`src/rtl/query_operator_lexer_defines.svh`:
```
// assertion macros for the query operator lexer
// used by the top level; expects i_clk and i_rst_n in scope
`ifndef QUERY_OPERATOR_LEXER_DEFINES_SVH
`define QUERY_OPERATOR_LEXER_DEFINES_SVH

// same-cycle implication, off while in reset
`define QOL_ASSERT_NOW(lbl, ante, cons, msg) \
    lbl: assert property (@(posedge i_clk) disable iff (!i_rst_n) (ante) |-> (cons)) \
        else $error(msg);

// next-cycle implication, off while in reset
`define QOL_ASSERT_NEXT(lbl, ante, cons, msg) \
    lbl: assert property (@(posedge i_clk) disable iff (!i_rst_n) (ante) |=> (cons)) \
        else $error(msg);

`endif

```
`src/rtl/qol_pkg.sv`:
```
// shared types, token codes and character helpers for the query operator lexer
// no dependencies
package qol_pkg;

    localparam int unsigned QDepth = 4;
    localparam int unsigned QPtrW  = $clog2(QDepth);

    localparam logic [4:0] TK_IDENT  = 5'd0;
    localparam logic [4:0] TK_LPAREN = 5'd1;
    localparam logic [4:0] TK_RPAREN = 5'd2;
    localparam logic [4:0] TK_LT     = 5'd3;
    localparam logic [4:0] TK_LE     = 5'd4;
    localparam logic [4:0] TK_ARROW  = 5'd5;
    localparam logic [4:0] TK_GT     = 5'd6;
    localparam logic [4:0] TK_GE     = 5'd7;
    localparam logic [4:0] TK_PLUS   = 5'd8;
    localparam logic [4:0] TK_MINUS  = 5'd9;
    localparam logic [4:0] TK_STAR   = 5'd10;
    localparam logic [4:0] TK_COMMA  = 5'd11;
    localparam logic [4:0] TK_SEMI   = 5'd12;
    localparam logic [4:0] TK_EQ     = 5'd13;
    localparam logic [4:0] TK_EQEQ   = 5'd14;
    localparam logic [4:0] TK_OROR   = 5'd15;
    localparam logic [4:0] TK_ANDAND = 5'd16;
    localparam logic [4:0] TK_QUOTE  = 5'd17;
    localparam logic [4:0] TK_ERROR  = 5'd18;

    localparam logic KIND_BYTE = 1'b0;
    localparam logic KIND_EOT  = 1'b1;

    localparam logic [7:0] CH_UNDER = 8'h5f;
    localparam logic [7:0] CH_LT    = 8'h3c;
    localparam logic [7:0] CH_GT    = 8'h3e;
    localparam logic [7:0] CH_EQ    = 8'h3d;
    localparam logic [7:0] CH_BAR   = 8'h7c;
    localparam logic [7:0] CH_AMP   = 8'h26;
    localparam logic [7:0] CH_MINUS = 8'h2d;
    localparam logic [7:0] CH_QUOTE = 8'h22;
    localparam logic [7:0] CH_LPAR  = 8'h28;
    localparam logic [7:0] CH_RPAR  = 8'h29;
    localparam logic [7:0] CH_PLUS  = 8'h2b;
    localparam logic [7:0] CH_STAR  = 8'h2a;
    localparam logic [7:0] CH_COMMA = 8'h2c;
    localparam logic [7:0] CH_SEMI  = 8'h3b;

    typedef enum logic [2:0] {
        PEND_NONE = 3'd0,
        PEND_LT   = 3'd1,
        PEND_GT   = 3'd2,
        PEND_EQ   = 3'd3,
        PEND_OR   = 3'd4,
        PEND_AND  = 3'd5
    } t_pend;

    typedef struct packed {
        logic       kind;
        logic [7:0] text_byte;
    } t_in;

    typedef struct packed {
        logic [4:0] token_kind;
        logic [7:0] ident_char;
        logic       token_end;
        logic       run_last;
    } t_out;

    // one queue entry: the results of one input byte
    typedef struct packed {
        t_out res0;
        t_out res1;
        logic two;
    } t_entry;

    function automatic logic is_ident(input logic [7:0] b);
        return (b inside {[8'h61:8'h7a], [8'h41:8'h5a], [8'h30:8'h39]}) || (b == CH_UNDER);
    endfunction

    function automatic logic is_single(input logic [7:0] b);
        return b inside {CH_LPAR, CH_RPAR, CH_PLUS, CH_MINUS, CH_STAR, CH_COMMA,
                         CH_SEMI, CH_QUOTE};
    endfunction

    function automatic logic [4:0] single_kind(input logic [7:0] b);
        logic [4:0] k;
        case (b)
            CH_LPAR:  k = TK_LPAREN;
            CH_RPAR:  k = TK_RPAREN;
            CH_PLUS:  k = TK_PLUS;
            CH_MINUS: k = TK_MINUS;
            CH_STAR:  k = TK_STAR;
            CH_COMMA: k = TK_COMMA;
            CH_SEMI:  k = TK_SEMI;
            CH_QUOTE: k = TK_QUOTE;
            default:  k = TK_ERROR;
        endcase
        return k;
    endfunction

    function automatic t_pend pend_code(input logic [7:0] b);
        t_pend p;
        case (b)
            CH_LT:   p = PEND_LT;
            CH_GT:   p = PEND_GT;
            CH_EQ:   p = PEND_EQ;
            CH_BAR:  p = PEND_OR;
            CH_AMP:  p = PEND_AND;
            default: p = PEND_NONE;
        endcase
        return p;
    endfunction

    function automatic t_out mk(input logic [4:0] k, input logic [7:0] c, input logic e);
        t_out r;
        r.token_kind = k;
        r.ident_char = c;
        r.token_end  = e;
        r.run_last   = 1'b0;
        return r;
    endfunction

endpackage

```
`src/rtl/qol_front.sv`:
```
// front end: takes one byte per cycle while i_accept is high, tracks lexer state, forms up to two results
// depends on qol_pkg
module qol_front import qol_pkg::*; (
    input  logic   i_clk,
    input  logic   i_rst_n,
    input  logic   i_accept,
    input  t_in    i_in,
    output logic   o_push,
    output t_entry o_entry
);

    logic [7:0] r_held, n_held;
    logic       r_hv, n_hv;
    t_pend      r_pend, n_pend;
    logic       r_err, n_err;

    logic [1:0] cnt;
    t_out       res0, res1;
    logic [7:0] b;
    logic       b_id, b_single;
    logic [4:0] pair;

    assign b        = i_in.text_byte;
    assign b_id     = is_ident(b);
    assign b_single = is_single(b);

    always_comb begin
        n_held = r_held;
        n_hv   = r_hv;
        n_pend = r_pend;
        n_err  = r_err;
        cnt    = 2'd0;
        res0   = '0;
        res1   = '0;
        pair   = TK_IDENT;

        if (i_in.kind == KIND_EOT) begin
            if (!r_err) begin
                if (r_hv) begin
                    res0 = mk(TK_IDENT, r_held, 1'b1);
                    cnt  = 2'd1;
                end else begin
                    case (r_pend)
                        PEND_LT: begin res0 = mk(TK_LT, 8'h00, 1'b1); cnt = 2'd1; end
                        PEND_GT: begin res0 = mk(TK_GT, 8'h00, 1'b1); cnt = 2'd1; end
                        PEND_EQ: begin res0 = mk(TK_EQ, 8'h00, 1'b1); cnt = 2'd1; end
                        PEND_OR, PEND_AND: begin
                            res0 = mk(TK_ERROR, 8'h00, 1'b1);
                            cnt  = 2'd1;
                        end
                        default: ;
                    endcase
                end
            end
            n_held = 8'h00;
            n_hv   = 1'b0;
            n_pend = PEND_NONE;
            n_err  = 1'b0;
        end else if (!r_err) begin
            if (r_hv) begin
                if (b_id) begin
                    res0   = mk(TK_IDENT, r_held, 1'b0);
                    cnt    = 2'd1;
                    n_held = b;
                end else begin
                    res0   = mk(TK_IDENT, r_held, 1'b1);
                    cnt    = 2'd1;
                    n_hv   = 1'b0;
                    n_held = 8'h00;
                    if (b_single) begin
                        res1 = mk(single_kind(b), 8'h00, 1'b1);
                        cnt  = 2'd2;
                    end
                    n_pend = pend_code(b);
                end
            end else if (r_pend != PEND_NONE) begin
                case (r_pend)
                    PEND_LT: pair = (b == CH_EQ) ? TK_LE : ((b == CH_MINUS) ? TK_ARROW : TK_IDENT);
                    PEND_GT: pair = (b == CH_EQ) ? TK_GE : TK_IDENT;
                    PEND_EQ: pair = (b == CH_EQ) ? TK_EQEQ : TK_IDENT;
                    PEND_OR: pair = (b == CH_BAR) ? TK_OROR : TK_IDENT;
                    PEND_AND: pair = (b == CH_AMP) ? TK_ANDAND : TK_IDENT;
                    default: pair = TK_IDENT;
                endcase
                n_pend = PEND_NONE;
                cnt    = 2'd1;
                if (pair != TK_IDENT) begin
                    res0 = mk(pair, 8'h00, 1'b1);
                end else if (r_pend == PEND_OR || r_pend == PEND_AND) begin
                    res0  = mk(TK_ERROR, 8'h00, 1'b1);
                    n_err = 1'b1;
                end else begin
                    case (r_pend)
                        PEND_LT: res0 = mk(TK_LT, 8'h00, 1'b1);
                        PEND_GT: res0 = mk(TK_GT, 8'h00, 1'b1);
                        default: res0 = mk(TK_EQ, 8'h00, 1'b1);
                    endcase
                    // re-lex the byte as fresh
                    if (b_id) begin
                        n_held = b;
                        n_hv   = 1'b1;
                    end else if (b_single) begin
                        res1 = mk(single_kind(b), 8'h00, 1'b1);
                        cnt  = 2'd2;
                    end else begin
                        n_pend = pend_code(b);
                    end
                end
            end else begin
                if (b_id) begin
                    n_held = b;
                    n_hv   = 1'b1;
                end else if (b_single) begin
                    res0 = mk(single_kind(b), 8'h00, 1'b1);
                    cnt  = 2'd1;
                end
                n_pend = pend_code(b);
            end
        end

        if (cnt == 2'd2) begin
            res1.run_last = 1'b1;
        end else begin
            res0.run_last = 1'b1;
        end
    end

    assign o_push        = i_accept && (cnt != 2'd0);
    assign o_entry.res0  = res0;
    assign o_entry.res1  = res1;
    assign o_entry.two   = (cnt == 2'd2);

    always_ff @(posedge i_clk) begin
        if (!i_rst_n) begin
            r_held <= 8'h00;
            r_hv   <= 1'b0;
            r_pend <= PEND_NONE;
            r_err  <= 1'b0;
        end else if (i_accept) begin
            r_held <= n_held;
            r_hv   <= n_hv;
            r_pend <= n_pend;
            r_err  <= n_err;
        end
    end

endmodule

```
`src/rtl/qol_fifo.sv`:
```
// small queue of result entries between the front end and the back end
// depends on qol_pkg
module qol_fifo import qol_pkg::*; (
    input  logic   i_clk,
    input  logic   i_rst_n,
    input  logic   i_push,
    input  t_entry i_wdata,
    input  logic   i_pop,
    output t_entry o_rdata,
    output logic   o_empty,
    output logic   o_full
);

    t_entry           r_mem [QDepth];
    t_entry           r_rdata;
    logic [QPtrW-1:0] r_wp, r_rp, n_rp;
    logic [QPtrW:0]   r_cnt, n_cnt;

    assign o_rdata = r_rdata;
    assign o_empty = (r_cnt == '0);
    assign o_full  = (r_cnt == (QPtrW + 1)'(QDepth));

    always_comb begin
        n_cnt = r_cnt;
        n_rp  = i_pop ? r_rp + 1'b1 : r_rp;
        if (i_push && !i_pop) begin
            n_cnt = r_cnt + 1'b1;
        end else if (!i_push && i_pop) begin
            n_cnt = r_cnt - 1'b1;
        end
    end

    always_ff @(posedge i_clk) begin
        if (i_push) begin
            r_mem[r_wp] <= i_wdata;
        end
    end

    // registered head entry; a push into the slot that becomes the head goes straight through
    always_ff @(posedge i_clk) begin
        if (i_push && (r_wp == n_rp)) begin
            r_rdata <= i_wdata;
        end else begin
            r_rdata <= r_mem[n_rp];
        end
    end

    always_ff @(posedge i_clk) begin
        if (!i_rst_n) begin
            r_wp  <= '0;
            r_rp  <= '0;
            r_cnt <= '0;
        end else begin
            if (i_push) begin
                r_wp <= r_wp + 1'b1;
            end
            if (i_pop) begin
                r_rp <= r_rp + 1'b1;
            end
            r_cnt <= n_cnt;
        end
    end

endmodule

```
`src/rtl/qol_back.sv`:
```
// back end: unpacks queued entries into single results behind an output register
// depends on qol_pkg
module qol_back import qol_pkg::*; (
    input  logic   i_clk,
    input  logic   i_rst_n,
    input  t_entry i_entry,
    input  logic   i_empty,
    output logic   o_pop,
    input  logic   i_out_stall,
    output logic   o_out_valid,
    output t_out   o_out
);

    logic r_valid, n_valid;
    t_out r_data, n_data;
    logic r_half, n_half;
    logic load;

    always_comb begin
        load    = !r_valid || !i_out_stall;
        n_valid = r_valid && i_out_stall;
        n_data  = r_data;
        n_half  = r_half;
        o_pop   = 1'b0;
        if (load && !i_empty) begin
            n_valid = 1'b1;
            n_data  = r_half ? i_entry.res1 : i_entry.res0;
            if (r_half || !i_entry.two) begin
                o_pop  = 1'b1;
                n_half = 1'b0;
            end else begin
                n_half = 1'b1;
            end
        end
    end

    always_ff @(posedge i_clk) begin
        if (!i_rst_n) begin
            r_valid <= 1'b0;
            r_half  <= 1'b0;
        end else begin
            r_valid <= n_valid;
            r_half  <= n_half;
        end
    end

    always_ff @(posedge i_clk) begin
        r_data <= n_data;
    end

    assign o_out_valid = r_valid;
    assign o_out       = r_data;

endmodule

```
`src/rtl/query_operator_lexer.sv`:
```
// top level of the query operator lexer: front end, result queue, back end
// depends on qol_pkg, qol_front, qol_fifo, qol_back and query_operator_lexer_defines.svh
//
//   channel | direction | handshake                | payload
//   --------+-----------+--------------------------+-------------------------------
//   in      | input     | i_in_valid / o_in_stall  | i_in  (kind, text_byte)
//   out     | output    | o_out_valid / i_out_stall| o_out (token_kind, ident_char,
//           |           |                          |        token_end, run_last)
//
// one byte is taken per cycle while o_in_stall is low; its first result passes through the queue
// head register and then the output register before it is valid on o_out
// a byte that yields two results occupies the output for both of them; the four-entry queue
// between front and back absorbs that, and o_in_stall rises only when the queue is full
// reset is synchronous active low and clears lexer state, queue pointers and output valid
// i_out_stall holds the output register; the queue keeps filling until it is full
`include "query_operator_lexer_defines.svh"

module query_operator_lexer import qol_pkg::*; (
    input  logic i_clk,
    input  logic i_rst_n,
    input  logic i_in_valid,
    output logic o_in_stall,
    input  t_in  i_in,
    output logic o_out_valid,
    input  logic i_out_stall,
    output t_out o_out
);

    logic   accept;
    logic   push;
    t_entry wentry;
    t_entry rentry;
    logic   pop;
    logic   empty;
    logic   full;

    // input transaction completes whenever the queue has room
    assign o_in_stall = full;
    assign accept     = i_in_valid && !full;

    // front end: lexer state and result forming, one byte per cycle while the queue has room
    qol_front u_front (
        .i_clk    (i_clk),
        .i_rst_n  (i_rst_n),
        .i_accept (accept),
        .i_in     (i_in),
        .o_push   (push),
        .o_entry  (wentry)
    );

    // queue decouples byte intake from result delivery
    qol_fifo u_fifo (
        .i_clk   (i_clk),
        .i_rst_n (i_rst_n),
        .i_push  (push),
        .i_wdata (wentry),
        .i_pop   (pop),
        .o_rdata (rentry),
        .o_empty (empty),
        .o_full  (full)
    );

    // back end: one result per output transaction
    qol_back u_back (
        .i_clk       (i_clk),
        .i_rst_n     (i_rst_n),
        .i_entry     (rentry),
        .i_empty     (empty),
        .o_pop       (pop),
        .i_out_stall (i_out_stall),
        .o_out_valid (o_out_valid),
        .o_out       (o_out)
    );

    // queue never written while full, never read while empty
    `QOL_ASSERT_NOW(a_no_overflow, push, !full, "queue push while full")
    `QOL_ASSERT_NOW(a_no_underflow, pop, !empty, "queue pop while empty")
    // operators and errors always close their token and carry no character
    `QOL_ASSERT_NOW(a_op_shape, o_out_valid && (o_out.token_kind != TK_IDENT),
        o_out.token_end && (o_out.ident_char == 8'h00), "malformed operator result")
    // a popped two-result entry was fully delivered: next output is the run end
    `QOL_ASSERT_NEXT(a_pop_last, pop, o_out_valid && o_out.run_last,
        "entry popped before its last result")

endmodule
```
`config.mk`:
```
export PLATFORM = sky130hd
export DESIGN_NAME = query_operator_lexer
export DESIGN_NICKNAME = d
export VERILOG_FILES = /design/src/rtl/qol_pkg.sv /design/src/rtl/qol_front.sv /design/src/rtl/qol_fifo.sv /design/src/rtl/qol_back.sv /design/src/rtl/query_operator_lexer.sv
export VERILOG_INCLUDE_DIRS = /design/src /design/src/rtl
export SDC_FILE = /design/constraint.sdc
export NUM_CORES = 1
export LEC_CHECK = 0
export ABC_AREA = 1
export BUFFER_PORTS_ARGS = -buffer_cell sky130_fd_sc_hd__clkbuf_2
export CORE_MARGIN = 3
export CORE_UTILIZATION = 61
export CTS_CLUSTER_SIZE = 40
export DETAILED_ROUTE_END_ITERATION = 7
export GPL_TIMING_DRIVEN = 0
export MAX_ROUTING_LAYER = met4
export PLACE_DENSITY = 0.83
export SYNTH_ARGS = -nofsm -noshare
export SYNTH_HDL_FRONTEND = slang
export SYNTH_SLANG_ARGS = --single-unit
```
`constraint.sdc`:
```
create_clock -name i_clk -period 3.16 [get_ports i_clk]
set_input_delay 0.474 -clock i_clk [delete_from_list [all_inputs] [get_ports i_clk]]
set_output_delay 0.474 -clock i_clk [all_outputs]
set_load 0.01 [all_outputs]
```
==> out/results.txt <==
Status: finished, final reports clean
Nets: 678
Hold Path Class: input pin to register
Vias in the first global route: 4547
Later-pin clock latency in the skew report: 0.52 ns
Hold buffers post-CTS: 0
Prevailing post-synth register cell: edfxtp_1
Hold_ws: 0.276 ns
Cell with the most instances after synthesis: nor2_1
Dpl hpwl: 8990 um
Yosys warning count: 0
Ratio of cells with drive above 1 in the final layout: 15.9%
Initial antenna violation count: 0
CTS Buf Count: 17
CP endpoint kind: register
Via density: 5.69
Global Route Usage Sum: 26.9%
Routed WL: 13300 um
Synthesis-stage register bit count: 127
Synth top cells by count: nor2_1, edfxtp_1, nand2_1
Util after Layout: 72.8%
Fillers: 617
Syn Area/Cell: 9.60 um2
Syn Inst Count: 608
Row count: 35
H-Tree Depth: 4
Ys async rst share: 0%
Antenna diode count: 0
Max clock buf depth: 2
Largest net degree at the start of global routing: 17
Buffers on Ports: 27
Leakage: 2.73 nW
Core ar.: 9280 um2
Max Cap Viol: 0
CTS tree: built
Slew @ Worst Pin: 0.781 ns
Root Driver: clkbuf_8
Io pins: 30
Synth area leader: edfxtp_1
Critical path launch point type: register
Cell Chain, Critical Path: buf_2 > nor3_2 > inv_1 > a21oi_1 > nand2_2 > nand3_4 > inv_1 > ha_1 > inv_1 > fa_1 > a21oi_1 > o21ai_0 > o21ai_0 > a21oi_1
DR pass1 iterations: 5
Area contributors post-synth: edfxtp_1, dfxtp_1, nor2_1
Max Fclk: 388 MHz
Yosys top cell area share: 53.0%
Routability cong.: 0.902
Final Hold Viols: 0
Power Dens Cells: 785 nW/um2
Min Tclk post-route: 2.58 ns
Max_slew headroom: 47.8%
Final Max Slew Viols: 0
Worst Path Required: 3.55 ns
RSZ-0062 raised after global routing: no
Final WS setup: 0.580 ns
CP Class: register to register
Starting Density: 62.9%
Post-synth EDFFs: 103
Initial DRC Count: 384
Final worst-path cycle share: 81.6%
Die Y: 104 um
Vias: 4554
DIE WIDTH: 104 um
Drc violations: 0
Per-cell routed wire length: 16.7 um
Setup WS pre-CTS: 0.115 ns
Antenna Violating Nets Remaining: 0
Reg clk slew, reported paths: 0.06 ns
Register area share after synthesis: 61.2%
Final setup violation count: 0
Clock skew: 0.0102 ns
Crit-path slowest cell: fa_1
Syn Std Cell Area: 5840 um2
P&R area growth vs syn: 15.8%
Peak supply drop: 0.416 mV
Die ar.: 10800 um2
Post-Place Cell Area: 6220 um2
Setup TNS: 0 ns
Count of different cell masters after synthesis: 40
Crit-path max cell delay: 0.45 ns
Gr ovfl total: 0
Cts repair resizes: 0
CP Max Fanout: 9
Clock Sinks: 127
Crit path DAT: 2.97 ns
Fin area: 6760 um2
First-pass GRT wire length: 21800 um
Post-Syn Nets: 627
Post-CTS Setup Inserts: 0
## area by class of cell
class | count | area (um2) | area share, %
Multi-Input combinational cell | 402 | 1970 | 29.2
Inverter | 58 | 220 | 3.26
Clock buffer | 18 | 418 | 6.18
Tap cell | 129 | 161 | 2.39
Buffer | 21 | 86.3 | 1.28
Clock inverter | 14 | 118 | 1.74
Timing Repair Buffer | 32 | 210 | 3.11
Sequential cell | 127 | 3570 | 52.9
## worst max-delay path: cells and delay by family, from the launching register on
kind / cells / cell delay [ns]
adders and majority gates: 2 / 0.59
AOI/OAI and AO/OA: 5 / 0.64
and+or+nand+nor: 3 / 0.36
buffers and inverters: 4 / 0.56
DFF: 1 / 0.30
## per-stage QoR
| stage | instances | power (mW) |
|---|---|---|
| 2_1_floorplan | 608 | 3.06 |
| 3_3_place_gp | 764 | 3.46 |
| 3_5_place_dp | 769 | 3.55 |
| 4_1_cts | 801 | 5.30 |
| 5_1_grt | 801 | 5.56 |
| 6_report | 801 | 5.31 |
## per-layer routing
layer	GRT usage, %	part of all wire, %
met1	31.6	39
met2	43.8	51
met3	5.92	7.5
met4	13.8	2.7
met5	-	0
## report_power, final
group          internal [mW]  leakage [nW]  switching [mW]  total (mW)
sequential              2.06          1.25          0.0669        2.12
clock                   1.04         0.242           0.703        1.74
combinational          0.454          1.24           0.993        1.45
## path summary, 6_finish.rpt
| kind | end | slack, ns | cells past startpoint | from |
|---|---|---|---|---|
| hold reg to reg | register | 0.49 | 1 | u_fifo.r_rp[1] |
| setup reg to reg | u_fifo.r_cnt[2] | 0.58 | 14 | u_front.r_pend[0] |
| hold / removal | u_front.r_held[6] | 0.28 | 3 | i_in[6] |
| setup / recovery | u_fifo.r_cnt[2] | 0.58 | 14 | u_front.r_pend[0] |
## sequential cells by signal, summed over array words and instances (netlist names), named ones only
| register | flops |
|---|---|
| u_back.o_out | 15 |
| u_front.r_held | 8 |
| u_fifo.r_cnt | 3 |
| u_back.o_out_valid | 1 |
| u_fifo.r_rp | 2 |
| u_back.r_half | 1 |
| u_fifo.r_wp | 2 |
| u_fifo.r_mem | 88 |
| u_front.r_err | 1 |
| u_front.r_pend | 3 |
| u_front.r_hv | 1 |
## layout by cell type (no fill, tap or decap), types with 2 or more instances in the layout
cell type   count
a21oi_1        32
a31oi_1        10
buf_1           2
buf_2           6
buf_8           5
clkbuf_1       14
clkbuf_16      16
clkbuf_2       27
clkinv_1        5
clkinvlp_4      6
dfxtp_1        24
edfxtp_1      103
ha_1            5
inv_1          46
inv_2           9
inv_6           2
nand2_1       101
nand2_2         6
nand2_4         2
nand3_1        10
nand3_2         5
nand4_1        11
nor2_1        124
nor2_2         11
nor3_1          5
nor3_2          2
o21ai_0        52
o21bai_1        3
o22ai_1         6
or2_1           2
## kinds of logic (layout without fill, tap and decap cells)
kind of cell	count (synthesis)	after routing	share of synthesized area, %
simple gates	285	285	21.6
flops	127	127	61.2
compound gates	110	110	10.4
buf+inv	79	143	5.25
fa+ha+maj	6	6	1.42
xor+xnor	1	1	0.150
(Power assumes the default switching activity.)
